--- src/hdl/bnr_pkg.sv ---
`default_nettype none

package bnr_pkg;

  // fixed-point format and arithmetic sizes
  localparam int FRAC_BITS      = 16;
  localparam int SCALE_SHIFT    = 2 * FRAC_BITS - 16;
  localparam int MAG_W          = 33;
  localparam int PROD_W         = MAG_W + 16;
  localparam int SUM_W          = PROD_W + 1;
  localparam int IDX_W          = 24;
  localparam int TAG_W          = 24;
  localparam int BLK_REG_W      = 9;
  localparam int DEF_MAX_BLOCKS = 256;

  // configuration port
  localparam int ADDR_W = 5;
  localparam int DATA_W = 32;

  localparam logic [2:0] REG_ORIGIN_X  = 3'd0;
  localparam logic [2:0] REG_ORIGIN_Y  = 3'd1;
  localparam logic [2:0] REG_ORIGIN_Z  = 3'd2;
  localparam logic [2:0] REG_OVERLAP   = 3'd3;
  localparam logic [2:0] REG_INV_SIZE  = 3'd4;
  localparam logic [2:0] REG_BLOCKS_X  = 3'd5;
  localparam logic [2:0] REG_BLOCKS_Y  = 3'd6;
  localparam logic [2:0] REG_BLOCKS_Z  = 3'd7;

  localparam logic [31:0] INV_SIZE_RESET = 32'(1) << FRAC_BITS;

  typedef struct packed {
    logic signed [31:0] point_x;
    logic signed [31:0] point_y;
    logic signed [31:0] point_z;
    logic [23:0]        point_id;
  } in_t;

  typedef struct packed {
    logic [23:0] block_index;
    logic [23:0] point_tag;
    logic        last_block;
  } out_t;

  typedef struct packed {
    logic signed [31:0]     origin_x;
    logic signed [31:0]     origin_y;
    logic signed [31:0]     origin_z;
    logic [30:0]            overlap_margin;
    logic [31:0]            inverse_block_size;
    logic [BLK_REG_W-1:0]   blocks_x;
    logic [BLK_REG_W-1:0]   blocks_y;
    logic [BLK_REG_W-1:0]   blocks_z;
  } cfg_t;

  // controller to datapath
  typedef struct packed {
    logic       load;
    logic       bnd_valid;
    logic [2:0] bnd_sel;
    logic       setup1;
    logic       setup2;
    logic       setup3;
    logic       emit;
  } cmd_t;

  // datapath to controller
  typedef struct packed {
    logic empty;
    logic last;
    logic out_free;
  } status_t;

endpackage

`default_nettype wire

--- src/hdl/bnr_regs.sv ---
`default_nettype none

module bnr_regs (
  input  wire logic                        clk,
  input  wire logic                        rst_n,
  input  wire logic                        psel,
  input  wire logic                        penable,
  input  wire logic                        pwrite,
  input  wire logic [bnr_pkg::ADDR_W-1:0]  paddr,
  input  wire logic [bnr_pkg::DATA_W-1:0]  pwdata,
  output logic      [bnr_pkg::DATA_W-1:0]  prdata,
  output logic                             pready,
  output bnr_pkg::cfg_t                    cfg
);

  bnr_pkg::cfg_t cfg_r;
  logic [2:0]    wr_idx;
  logic          wr_en;

  assign pready = 1'b1;
  assign wr_idx = paddr[bnr_pkg::ADDR_W-1:2];
  assign wr_en  = psel & penable & pwrite;
  assign cfg    = cfg_r;

  // register writes on the access phase
  always_ff @(posedge clk) begin
    if (!rst_n) begin
      cfg_r.origin_x           <= '0;
      cfg_r.origin_y           <= '0;
      cfg_r.origin_z           <= '0;
      cfg_r.overlap_margin     <= '0;
      cfg_r.inverse_block_size <= bnr_pkg::INV_SIZE_RESET;
      cfg_r.blocks_x           <= bnr_pkg::BLK_REG_W'(1);
      cfg_r.blocks_y           <= bnr_pkg::BLK_REG_W'(1);
      cfg_r.blocks_z           <= bnr_pkg::BLK_REG_W'(1);
    end else if (wr_en) begin
      unique case (wr_idx)
        bnr_pkg::REG_ORIGIN_X: cfg_r.origin_x <= pwdata;
        bnr_pkg::REG_ORIGIN_Y: cfg_r.origin_y <= pwdata;
        bnr_pkg::REG_ORIGIN_Z: cfg_r.origin_z <= pwdata;
        bnr_pkg::REG_OVERLAP:  cfg_r.overlap_margin <= pwdata[30:0];
        bnr_pkg::REG_INV_SIZE: cfg_r.inverse_block_size <= pwdata;
        bnr_pkg::REG_BLOCKS_X: cfg_r.blocks_x <= pwdata[bnr_pkg::BLK_REG_W-1:0];
        bnr_pkg::REG_BLOCKS_Y: cfg_r.blocks_y <= pwdata[bnr_pkg::BLK_REG_W-1:0];
        bnr_pkg::REG_BLOCKS_Z: cfg_r.blocks_z <= pwdata[bnr_pkg::BLK_REG_W-1:0];
        default: ;
      endcase
    end
  end

  // read mux
  always_comb begin
    unique case (wr_idx)
      bnr_pkg::REG_ORIGIN_X: prdata = cfg_r.origin_x;
      bnr_pkg::REG_ORIGIN_Y: prdata = cfg_r.origin_y;
      bnr_pkg::REG_ORIGIN_Z: prdata = cfg_r.origin_z;
      bnr_pkg::REG_OVERLAP:  prdata = {1'b0, cfg_r.overlap_margin};
      bnr_pkg::REG_INV_SIZE: prdata = cfg_r.inverse_block_size;
      bnr_pkg::REG_BLOCKS_X: prdata = bnr_pkg::DATA_W'(cfg_r.blocks_x);
      bnr_pkg::REG_BLOCKS_Y: prdata = bnr_pkg::DATA_W'(cfg_r.blocks_y);
      bnr_pkg::REG_BLOCKS_Z: prdata = bnr_pkg::DATA_W'(cfg_r.blocks_z);
      default:               prdata = '0;
    endcase
  end

endmodule

`default_nettype wire

--- src/hdl/bnr_dp.sv ---
`default_nettype none

module bnr_dp #(
  parameter int MAX_BLOCKS_PER_AXIS = bnr_pkg::DEF_MAX_BLOCKS
) (
  input  wire logic            clk,
  input  wire logic            rst_n,
  input  wire bnr_pkg::cfg_t   cfg,
  input  wire bnr_pkg::cmd_t   cmd,
  input  wire bnr_pkg::in_t    in_data,
  output bnr_pkg::status_t     status,
  output logic                 out_valid,
  input  wire logic            out_ready,
  output bnr_pkg::out_t        out_data
);

  localparam int AXIS_W = (MAX_BLOCKS_PER_AXIS > 1) ? $clog2(MAX_BLOCKS_PER_AXIS) : 1;
  localparam int DIM_W  = AXIS_W + 1;
  localparam int IDX_W  = bnr_pkg::IDX_W;
  localparam int PROD_W = bnr_pkg::PROD_W;
  localparam int SUM_W  = bnr_pkg::SUM_W;
  localparam int MAG_W  = bnr_pkg::MAG_W;
  localparam int BLK_REG_W_L = bnr_pkg::BLK_REG_W;
  localparam logic [DIM_W-1:0] SAT = DIM_W'(MAX_BLOCKS_PER_AXIS);

  // captured point
  bnr_pkg::in_t pt_r;

  always_ff @(posedge clk) begin
    if (cmd.load) begin
      pt_r <= in_data;
    end
  end

  // bound unit stage 0: offset from origin plus or minus the margin
  logic [1:0]   s0_axis;
  logic         s0_hi;
  logic [31:0]  s0_pt;
  logic [31:0]  s0_org;
  logic [33:0]  s0_rel;
  logic [33:0]  s0_v;

  assign s0_axis = cmd.bnd_sel[2:1];
  assign s0_hi   = cmd.bnd_sel[0];

  always_comb begin
    unique case (s0_axis)
      2'd0: begin
        s0_pt  = pt_r.point_x;
        s0_org = cfg.origin_x;
      end
      2'd1: begin
        s0_pt  = pt_r.point_y;
        s0_org = cfg.origin_y;
      end
      default: begin
        s0_pt  = pt_r.point_z;
        s0_org = cfg.origin_z;
      end
    endcase
    s0_rel = {{2{s0_pt[31]}}, s0_pt} - {{2{s0_org[31]}}, s0_org};
    s0_v   = s0_hi ? s0_rel + {3'b000, cfg.overlap_margin}
                   : s0_rel - {3'b000, cfg.overlap_margin};
  end

  logic             s0_valid_r;
  logic [2:0]       s0_sel_r;
  logic             s0_neg_r;
  logic [MAG_W-1:0] s0_mag_r;

  always_ff @(posedge clk) begin
    if (!rst_n) begin
      s0_valid_r <= 1'b0;
    end else begin
      s0_valid_r <= cmd.bnd_valid;
    end
  end

  // a zero inverse size scales any offset, negative too, to block 0
  always_ff @(posedge clk) begin
    s0_sel_r <= cmd.bnd_sel;
    s0_neg_r <= s0_v[33] & (|cfg.inverse_block_size);
    s0_mag_r <= s0_v[33] ? '0 : s0_v[MAG_W-1:0];
  end

  // stage 1: split multiply by the inverse block size
  logic              s1_valid_r;
  logic [2:0]        s1_sel_r;
  logic              s1_neg_r;
  logic [PROD_W-1:0] prod_hi_r;
  logic [PROD_W-1:0] prod_lo_r;

  always_ff @(posedge clk) begin
    if (!rst_n) begin
      s1_valid_r <= 1'b0;
    end else begin
      s1_valid_r <= s0_valid_r;
    end
  end

  always_ff @(posedge clk) begin
    s1_sel_r  <= s0_sel_r;
    s1_neg_r  <= s0_neg_r;
    prod_hi_r <= PROD_W'(s0_mag_r) * PROD_W'(cfg.inverse_block_size[31:16]);
    prod_lo_r <= PROD_W'(s0_mag_r) * PROD_W'(cfg.inverse_block_size[15:0]);
  end

  // stage 2: floor of the scaled product, saturated at MAX_BLOCKS_PER_AXIS
  logic [SUM_W-1:0] s2_sum;
  logic [SUM_W-1:0] s2_q;
  logic [DIM_W-1:0] s2_bnd;

  always_comb begin
    s2_sum = SUM_W'(prod_hi_r) + SUM_W'(prod_lo_r >> 16);
    s2_q   = s2_sum >> bnr_pkg::SCALE_SHIFT;
    s2_bnd = (s2_q >= SUM_W'(MAX_BLOCKS_PER_AXIS)) ? SAT : s2_q[DIM_W-1:0];
  end

  logic [DIM_W-1:0] lo_r   [3];
  logic [DIM_W-1:0] hi_r   [3];
  logic             hneg_r [3];

  always_ff @(posedge clk) begin
    if (s1_valid_r) begin
      if (s1_sel_r[0]) begin
        hi_r[s1_sel_r[2:1]]   <= s2_bnd;
        hneg_r[s1_sel_r[2:1]] <= s1_neg_r;
      end else begin
        lo_r[s1_sel_r[2:1]] <= s1_neg_r ? '0 : s2_bnd;
      end
    end
  end

  // setup 1: clamp, empty check, span and grid strides
  logic [BLK_REG_W_L-1:0] blk_reg [3];
  logic [DIM_W-1:0]   dim   [3];
  logic [DIM_W-1:0]   h_cl  [3];
  logic [DIM_W-1:0]   diff  [3];
  logic [1:0]         span  [3];
  logic [2:0]         ax_empty;
  logic [2*DIM_W-1:0] nynz_full;

  assign blk_reg[0] = cfg.blocks_x;
  assign blk_reg[1] = cfg.blocks_y;
  assign blk_reg[2] = cfg.blocks_z;

  always_comb begin
    for (int a = 0; a < 3; a++) begin
      if (blk_reg[a] == '0) begin
        dim[a] = DIM_W'(1);
      end else if (32'(blk_reg[a]) > 32'(MAX_BLOCKS_PER_AXIS)) begin
        dim[a] = SAT;
      end else begin
        dim[a] = DIM_W'(blk_reg[a]);
      end
      h_cl[a]     = (hi_r[a] > dim[a] - DIM_W'(1)) ? dim[a] - DIM_W'(1) : hi_r[a];
      ax_empty[a] = hneg_r[a] | (h_cl[a] < lo_r[a]);
      diff[a]     = h_cl[a] - lo_r[a];
      span[a]     = (diff[a] > DIM_W'(2)) ? 2'd2 : diff[a][1:0];
    end
    nynz_full = dim[1] * dim[2];
  end

  logic [AXIS_W-1:0] low_r  [3];
  logic [1:0]        span_r [3];
  logic              empty_r;
  logic [DIM_W-1:0]  nz_r;
  logic [IDX_W-1:0]  nynz_r;

  always_ff @(posedge clk) begin
    if (cmd.setup1) begin
      for (int a = 0; a < 3; a++) begin
        low_r[a]  <= lo_r[a][AXIS_W-1:0];
        span_r[a] <= span[a];
      end
      empty_r <= |ax_empty;
      nz_r    <= dim[2];
      nynz_r  <= IDX_W'(nynz_full);
    end
  end

  // setup 2: plane and row offsets of the first block
  logic [AXIS_W+IDX_W-1:0] xb_full;
  logic [AXIS_W+DIM_W-1:0] yb_full;
  logic [IDX_W-1:0]        xb_r;
  logic [IDX_W-1:0]        yb_r;

  assign xb_full = low_r[0] * nynz_r;
  assign yb_full = low_r[1] * nz_r;

  always_ff @(posedge clk) begin
    if (cmd.setup2) begin
      xb_r <= IDX_W'(xb_full);
      yb_r <= IDX_W'(yb_full);
    end
  end

  // setup 3 and emit: walk the block ranges, z innermost
  logic [IDX_W-1:0] idx_r;
  logic [IDX_W-1:0] xbase_r;
  logic [IDX_W-1:0] ybase_r;
  logic [1:0]       cx_r;
  logic [1:0]       cy_r;
  logic [1:0]       cz_r;
  logic [IDX_W-1:0] base;
  logic             is_last;

  assign base    = xb_r + yb_r + IDX_W'(low_r[2]);
  assign is_last = (cx_r == span_r[0]) && (cy_r == span_r[1]) && (cz_r == span_r[2]);

  always_ff @(posedge clk) begin
    if (cmd.setup3) begin
      idx_r   <= base;
      xbase_r <= base;
      ybase_r <= base;
      cx_r    <= '0;
      cy_r    <= '0;
      cz_r    <= '0;
    end else if (cmd.emit) begin
      if (cz_r != span_r[2]) begin
        idx_r <= idx_r + IDX_W'(1);
        cz_r  <= cz_r + 2'd1;
      end else if (cy_r != span_r[1]) begin
        idx_r   <= ybase_r + IDX_W'(nz_r);
        ybase_r <= ybase_r + IDX_W'(nz_r);
        cy_r    <= cy_r + 2'd1;
        cz_r    <= '0;
      end else if (cx_r != span_r[0]) begin
        idx_r   <= xbase_r + nynz_r;
        xbase_r <= xbase_r + nynz_r;
        ybase_r <= xbase_r + nynz_r;
        cx_r    <= cx_r + 2'd1;
        cy_r    <= '0;
        cz_r    <= '0;
      end
    end
  end

  // output register
  logic          out_valid_r;
  bnr_pkg::out_t out_data_r;

  always_ff @(posedge clk) begin
    if (!rst_n) begin
      out_valid_r <= 1'b0;
    end else if (cmd.emit) begin
      out_valid_r <= 1'b1;
    end else if (out_ready) begin
      out_valid_r <= 1'b0;
    end
  end

  always_ff @(posedge clk) begin
    if (cmd.emit) begin
      out_data_r.block_index <= idx_r;
      out_data_r.point_tag   <= pt_r.point_id;
      out_data_r.last_block  <= is_last;
    end
  end

  assign out_valid       = out_valid_r;
  assign out_data        = out_data_r;
  assign status.empty    = empty_r;
  assign status.last     = is_last;
  assign status.out_free = ~out_valid_r | out_ready;

endmodule

`default_nettype wire

--- src/hdl/bnr_ctrl.sv ---
`default_nettype none

module bnr_ctrl (
  input  wire logic             clk,
  input  wire logic             rst_n,
  input  wire logic             in_valid,
  output logic                  in_ready,
  input  wire bnr_pkg::status_t status,
  output bnr_pkg::cmd_t         cmd
);

  localparam logic [2:0] ST_IDLE   = 3'd0;
  localparam logic [2:0] ST_BOUND  = 3'd1;
  localparam logic [2:0] ST_SETUP1 = 3'd2;
  localparam logic [2:0] ST_SETUP2 = 3'd3;
  localparam logic [2:0] ST_SETUP3 = 3'd4;
  localparam logic [2:0] ST_EMIT   = 3'd5;

  // six bounds issued, then wait for the bound unit to drain
  localparam int         NUM_BOUNDS = 6;
  localparam int         BND_DEPTH  = 2;
  localparam logic [2:0] BND_ISSUE  = 3'(NUM_BOUNDS - 1);
  localparam logic [2:0] BND_DONE   = 3'(NUM_BOUNDS + BND_DEPTH - 1);

  logic [2:0] state_r;
  logic [2:0] state_nxt;
  logic [2:0] cnt_r;
  logic [2:0] cnt_nxt;

  always_ff @(posedge clk) begin
    if (!rst_n) begin
      state_r <= ST_IDLE;
      cnt_r   <= '0;
    end else begin
      state_r <= state_nxt;
      cnt_r   <= cnt_nxt;
    end
  end

  // next state and commands
  always_comb begin
    state_nxt     = state_r;
    cnt_nxt       = cnt_r;
    cmd           = '0;
    cmd.bnd_sel   = cnt_r;
    in_ready      = 1'b0;
    unique case (state_r)
      ST_IDLE: begin
        in_ready = 1'b1;
        cnt_nxt  = '0;
        if (in_valid) begin
          cmd.load  = 1'b1;
          state_nxt = ST_BOUND;
        end
      end
      ST_BOUND: begin
        cmd.bnd_valid = (cnt_r <= BND_ISSUE);
        cnt_nxt       = cnt_r + 3'd1;
        if (cnt_r == BND_DONE) begin
          state_nxt = ST_SETUP1;
        end
      end
      ST_SETUP1: begin
        cmd.setup1 = 1'b1;
        state_nxt  = ST_SETUP2;
      end
      ST_SETUP2: begin
        cmd.setup2 = 1'b1;
        state_nxt  = status.empty ? ST_IDLE : ST_SETUP3;
      end
      ST_SETUP3: begin
        cmd.setup3 = 1'b1;
        state_nxt  = ST_EMIT;
      end
      ST_EMIT: begin
        cmd.emit = status.out_free;
        if (status.out_free && status.last) begin
          state_nxt = ST_IDLE;
        end
      end
      default: begin
        state_nxt = ST_IDLE;
      end
    endcase
  end

endmodule

`default_nettype wire

--- src/hdl/point_to_overlapping_block_binner.sv ---
`default_nettype none

// Bins one signed Q16.16 point into a uniform grid of overlapping blocks and
// returns the flat index x*ny*nz + y*nz + z of every block whose margin-grown
// extent holds the point, x outermost, z innermost, with last_block on the
// final one; a point outside the grid returns nothing. Each axis range is at
// most three blocks, so one point yields 1 to 27 results. The six floor
// bounds pass one at a time through the shared three-stage scale unit (two
// 33x16 multipliers), three setup steps then build the starting index, and
// one block leaves per cycle while the output is not stalled. A point that
// returns nothing frees the input once the setup finds its range empty.
// The next point is taken once the last block sits in the output register.
// Registers live on the APB port at byte address 4*i: origin_x, origin_y,
// origin_z, overlap_margin, inverse_block_size, blocks_x, blocks_y, blocks_z;
// write them only while the block is idle.
module point_to_overlapping_block_binner #(
  parameter int MAX_BLOCKS_PER_AXIS = bnr_pkg::DEF_MAX_BLOCKS
) (
  input  wire logic                        clk,
  input  wire logic                        rst_n,
  input  wire logic                        in_valid,
  output logic                             in_ready,
  input  wire bnr_pkg::in_t                in_data,
  output logic                             out_valid,
  input  wire logic                        out_ready,
  output bnr_pkg::out_t                    out_data,
  input  wire logic                        psel,
  input  wire logic                        penable,
  input  wire logic                        pwrite,
  input  wire logic [bnr_pkg::ADDR_W-1:0]  paddr,
  input  wire logic [bnr_pkg::DATA_W-1:0]  pwdata,
  output logic      [bnr_pkg::DATA_W-1:0]  prdata,
  output logic                             pready
);

  bnr_pkg::cfg_t    cfg;
  bnr_pkg::cmd_t    cmd;
  bnr_pkg::status_t status;

  // configuration registers
  bnr_regs u_regs (
    .clk     (clk),
    .rst_n   (rst_n),
    .psel    (psel),
    .penable (penable),
    .pwrite  (pwrite),
    .paddr   (paddr),
    .pwdata  (pwdata),
    .prdata  (prdata),
    .pready  (pready),
    .cfg     (cfg)
  );

  // sequencer
  bnr_ctrl u_ctrl (
    .clk      (clk),
    .rst_n    (rst_n),
    .in_valid (in_valid),
    .in_ready (in_ready),
    .status   (status),
    .cmd      (cmd)
  );

  // bounds, index walk and output register
  bnr_dp #(
    .MAX_BLOCKS_PER_AXIS (MAX_BLOCKS_PER_AXIS)
  ) u_dp (
    .clk       (clk),
    .rst_n     (rst_n),
    .cfg       (cfg),
    .cmd       (cmd),
    .in_data   (in_data),
    .status    (status),
    .out_valid (out_valid),
    .out_ready (out_ready),
    .out_data  (out_data)
  );

  // an accepted point keeps the input closed for at least the next cycle
  a_busy_after_accept: assert property (
    @(posedge clk) disable iff (!rst_n)
    in_valid && in_ready |=> !in_ready
  ) else $error("input reopened right after a transaction");

  // a point's blocks are never interleaved with the next point
  a_no_accept_mid_point: assert property (
    @(posedge clk) disable iff (!rst_n)
    out_valid && !out_data.last_block |-> !in_ready
  ) else $error("input open while a point still has blocks to send");

endmodule

`default_nettype wire

--- config.mk ---
export PLATFORM = sky130hd
export DESIGN_NAME = point_to_overlapping_block_binner
export DESIGN_NICKNAME = d
export VERILOG_FILES = /design/src/hdl/bnr_pkg.sv /design/src/hdl/bnr_regs.sv /design/src/hdl/bnr_dp.sv /design/src/hdl/bnr_ctrl.sv /design/src/hdl/point_to_overlapping_block_binner.sv
export SDC_FILE = /design/constraint.sdc
export NUM_CORES = 2
export LEC_CHECK = 0
export ABC_CLOCK_PERIOD_IN_PS = 7500
export BUFFER_PORTS_ARGS = -buffer_cell sky130_fd_sc_hd__buf_2
export CORE_UTILIZATION = 45
export DETAILED_ROUTE_END_ITERATION = 6
export GPL_TIMING_DRIVEN = 0
export PLACE_DENSITY_LB_ADDON = 0.25
export REMOVE_ABC_BUFFERS = 1
export SYNTH_ARGS = -nofsm -noshare
export SYNTH_HDL_FRONTEND = slang
export SYNTH_SLANG_ARGS = --single-unit
--- constraint.sdc ---
create_clock -name clk -period 7.5 [get_ports clk]
set_clock_uncertainty 0.2 [all_clocks]
set_input_delay 0.75 -clock clk [delete_from_list [all_inputs] [get_ports clk]]
set_output_delay 0.75 -clock clk [all_outputs]
set_load 0.01 [all_outputs]
==> impl_metrics.json <==
{
  "status": "finished, final reports clean",
  "start_util": 0.454,
  "numCtsBuffers": 84,
  "final_common_cell": "nand2_1",
  "fin_area_mm2": 0.0864,
  "rows": 152,
  "grt.total_usage": 0.242,
  "wl_mm": 214,
  "cts.path.max_buffers": 3,
  "post-route-min-period_ps": 7270,
  "wl_per_cell_um": 19.6,
  "viasPerCell": 5.38,
  "crit_required_ps": 7870,
  "worstPathCellList": "buf_12 > nand2_1 > fa_1 > inv_1 > fa_1 > fa_1 > inv_1 > fa_1 > inv_1 > fa_1 > fa_1 > ha_1 > nand3_1 > o31ai_4 > a21o_1 > a2bb2oi_4 > a211oi_1 > o41ai_2 > nand4_1 > nand2_1 > xor2_1",
  "setup_tns_ps": 0,
  "clock-sinks": 721,
  "place_congestion": 0.881,
  "yosysWarnings": 0,
  "netlist_area_mm2": 0.0781,
  "drv_cap": 0,
  "synth_edf_count": 397,
  "crit_top_cell": "fa_1",
  "ir_worst_vdd_mv": 0.233,
  "postSynth.asyncResetShare": 0,
  "critPathArrivalTime_ps": 7640,
  "crit_path_start_kind": "flop",
  "die_area_mm2": 0.175,
  "crit_slowest_cell": "fa_1",
  "endpoint_kind": "flop",
  "die_w_um": 419,
  "hpwlAfterDp_mm": 156,
  "io_buffers": 244,
  "final_cell_mix": "1470 x nand2_1, 1317 x inv_1, 1066 x fa_1, 564 x ha_1, 459 x and2_1",
  "grt_pass1_wl_mm": 334,
  "core_area_mm2": 0.172,
  "clk_pin_slew_worst_paths_ps": 60,
  "finalMaxSlewViolations": 0,
  "grt_antenna_before_repair": 3,
  "drt_iter0_drc": 3278,
  "holdWs_ps": 35.2,
  "crit_family": "adder cells",
  "max_freq_ghz": 0.138,
  "grt_pass1_vias": 61538,
  "io_pins": 248,
  "ys_top_cells_by_area": "fa_1 27%, edfxtp_1 15%, ha_1 9.0%",
  "synth_top_cell_by_area": "fa_1",
  "nFillCells": 15989,
  "num-nets-final": 10343,
  "drcViolationCount": 0,
  "hold_viol": 0,
  "leakage_nw": 38.9,
  "setup_viol_count_final": 0,
  "max_slew_margin": 0.0673,
  "setup_slack_ps": 228,
  "path_class": "flop to flop",
  "synthFlopType": "edfxtp_1",
  "worst-path-max-fanout": 34,
  "yosysSeqAreaShare": 0.236,
  "drive_above_1_share": 0.0746,
  "synth_top_area_share": 0.273,
  "root_buffer": "clkbuf_16",
  "pwr_density_cell_mw_per_mm2": 144,
  "worst_pin_slew_ps": 1400,
  "cp_num_buf_inv": 4,
  "vias": 58810,
  "min_path_type": "input pin to flop",
  "synth.distinct_cells": 91,
  "ant_nets": 0,
  "tritoncts": "done",
  "synth_seq_cells": 721,
  "dpl_cell_area_mm2": 0.0819,
  "pre_cts_ws_ps": -776,
  "first_pass_iters": 6,
  "die_h_um": 419,
  "clk_latency_ps": 710,
  "critPathMaxStageDelay_ps": 560,
  "syn-mean-instance-area_um2": 9.24,
  "grt-ovfl-total": 0,
  "fin_crit_sh": 0.970,
  "netlist_instances": 8453,
  "grt_max_degree": 146,
  "area_growth_pct": 10.7,
  "htree_levels": 3
}
==> logic make-up (layout without fill, tap and decap cells) <==
logic type / after synthesis / in the layout / synth area share
multiplexers: 179 / 179 / 0.0269
other: 1 / 6 / 0.0000480
buffers and inverters: 1743 / 1905 / 0.0841
adder cells (fa/ha/maj): 1630 / 1630 / 0.364
flip-flops: 721 / 721 / 0.236
AO/OA/AOI/OAI: 1115 / 1115 / 0.0925
XOR/XNOR: 327 / 328 / 0.0369
AND/OR/NAND/NOR: 2737 / 2737 / 0.160
==> worst paths after layout <==
| check | depth (start not counted) | startpoint | to | slack [ps] |
|---|---|---|---|---|
| max | 21 | u_regs.cfg[44] | u_dp.prod_hi_r[46] | 230 |
| min | 1 | in_data[80] | u_dp.pt_r[80] | 40 |
| max reg2reg | 21 | u_regs.cfg[44] | u_dp.prod_hi_r[46] | 230 |
| min reg2reg | 0 | u_dp.s0_sel_r[2] | u_dp.s1_sel_r[2] | 130 |
==> synthesized netlist by cell type, drive strengths merged, types with 16 or more instances <==
cell type and instances:
o21a 65, mux2i 141, clkbuf 370, a31oi 22
o31ai 16, a21o 103, or3 26, o21bai 33
edfxtp 397, nor3 86, a21oi 301, dfxtp 324
and2 462, nand2 1474, buf 52, inv 1318
ha 564, o21ai 234, fa 1066, nor2 326
mux4 23, a21boi 173, nor2b 88, a211oi 33
nand2b 55, nand3 76, and3 32, xnor2 202
xor2 124, nand4 37, nor4 20
==> cell type report <==
class	count	area [um^2]	area share
Antenna cell	4	10.0	0.000116
Clock buffer	107	2280	0.0264
Clock inverter	47	554	0.00641
Inverter	1321	4960	0.0574
Multi-Input combinational cell	5991	53400	0.617
Sequential cell	721	18600	0.215
Tap cell	2310	2890	0.0334
Timing Repair Buffer	430	3790	0.0438
==> stage by stage <==
step | power (mW) | std cells | util
after floorplan | 6.41 | 8032 | -
after global placement | 7.74 | 10586 | 0.469
after detailed placement | 7.91 | 10645 | 0.476
after CTS | 12.3 | 10902 | 0.500
after global routing | 12.9 | 10927 | 0.503
final | 12.5 | 10931 | 0.503
==> power breakdown <==
part           switching [mW]  total, mW  leakage, nW  internal (mW)
sequential              0.838       5.27         6.36           4.44
combinational            1.86       2.91         31.1           1.05
clock                    1.77       4.28         1.39           2.51
==> flip-flops by register name (all words and copies together) (netlist names), 27 cells and up <==
name	flops
u_dp.hi_r	27
u_dp.lo_r	27
u_dp.out_data	49
u_dp.prod_hi_r	49
u_dp.prod_lo_r	33
u_dp.pt_r	120
u_dp.s0_mag_r	33
u_regs.cfg	186
==> layer usage <==
| layer | track usage | share of wire | vias to the layer above |
|---|---|---|---|
| li1 | - | - | 27032 |
| met1 | 0.285 | 0.39 | 29512 |
| met2 | 0.442 | 0.51 | 1746 |
| met3 | 0.0293 | 0.055 | 518 |
| met4 | 0.101 | 0.047 | 2 |
| met5 | 0 | 0.000061 | - |
==> worst reg2reg max path: cells and delay by family, from the launching register on <==
family | cells | cell delay [ps]
AOI/OAI and AO/OA | 5 | 1680
xor gates and xnor gates | 1 | 260
adders and majority gates | 7 | 3570
buffers and inverters | 4 | 380
DFF | 1 | 380
and+or+nand+nor | 4 | 690
==> what timing repair did <==
action,in CTS,in global routing
hold buffers,100,0
resized for setup,30,25
setup buffers,3,22
setup endpoints to repair,61,49
pin swaps,0,3
gates cloned,0,1
hold endpoints to repair,100,0
Power figures use the tool's default switching activity.
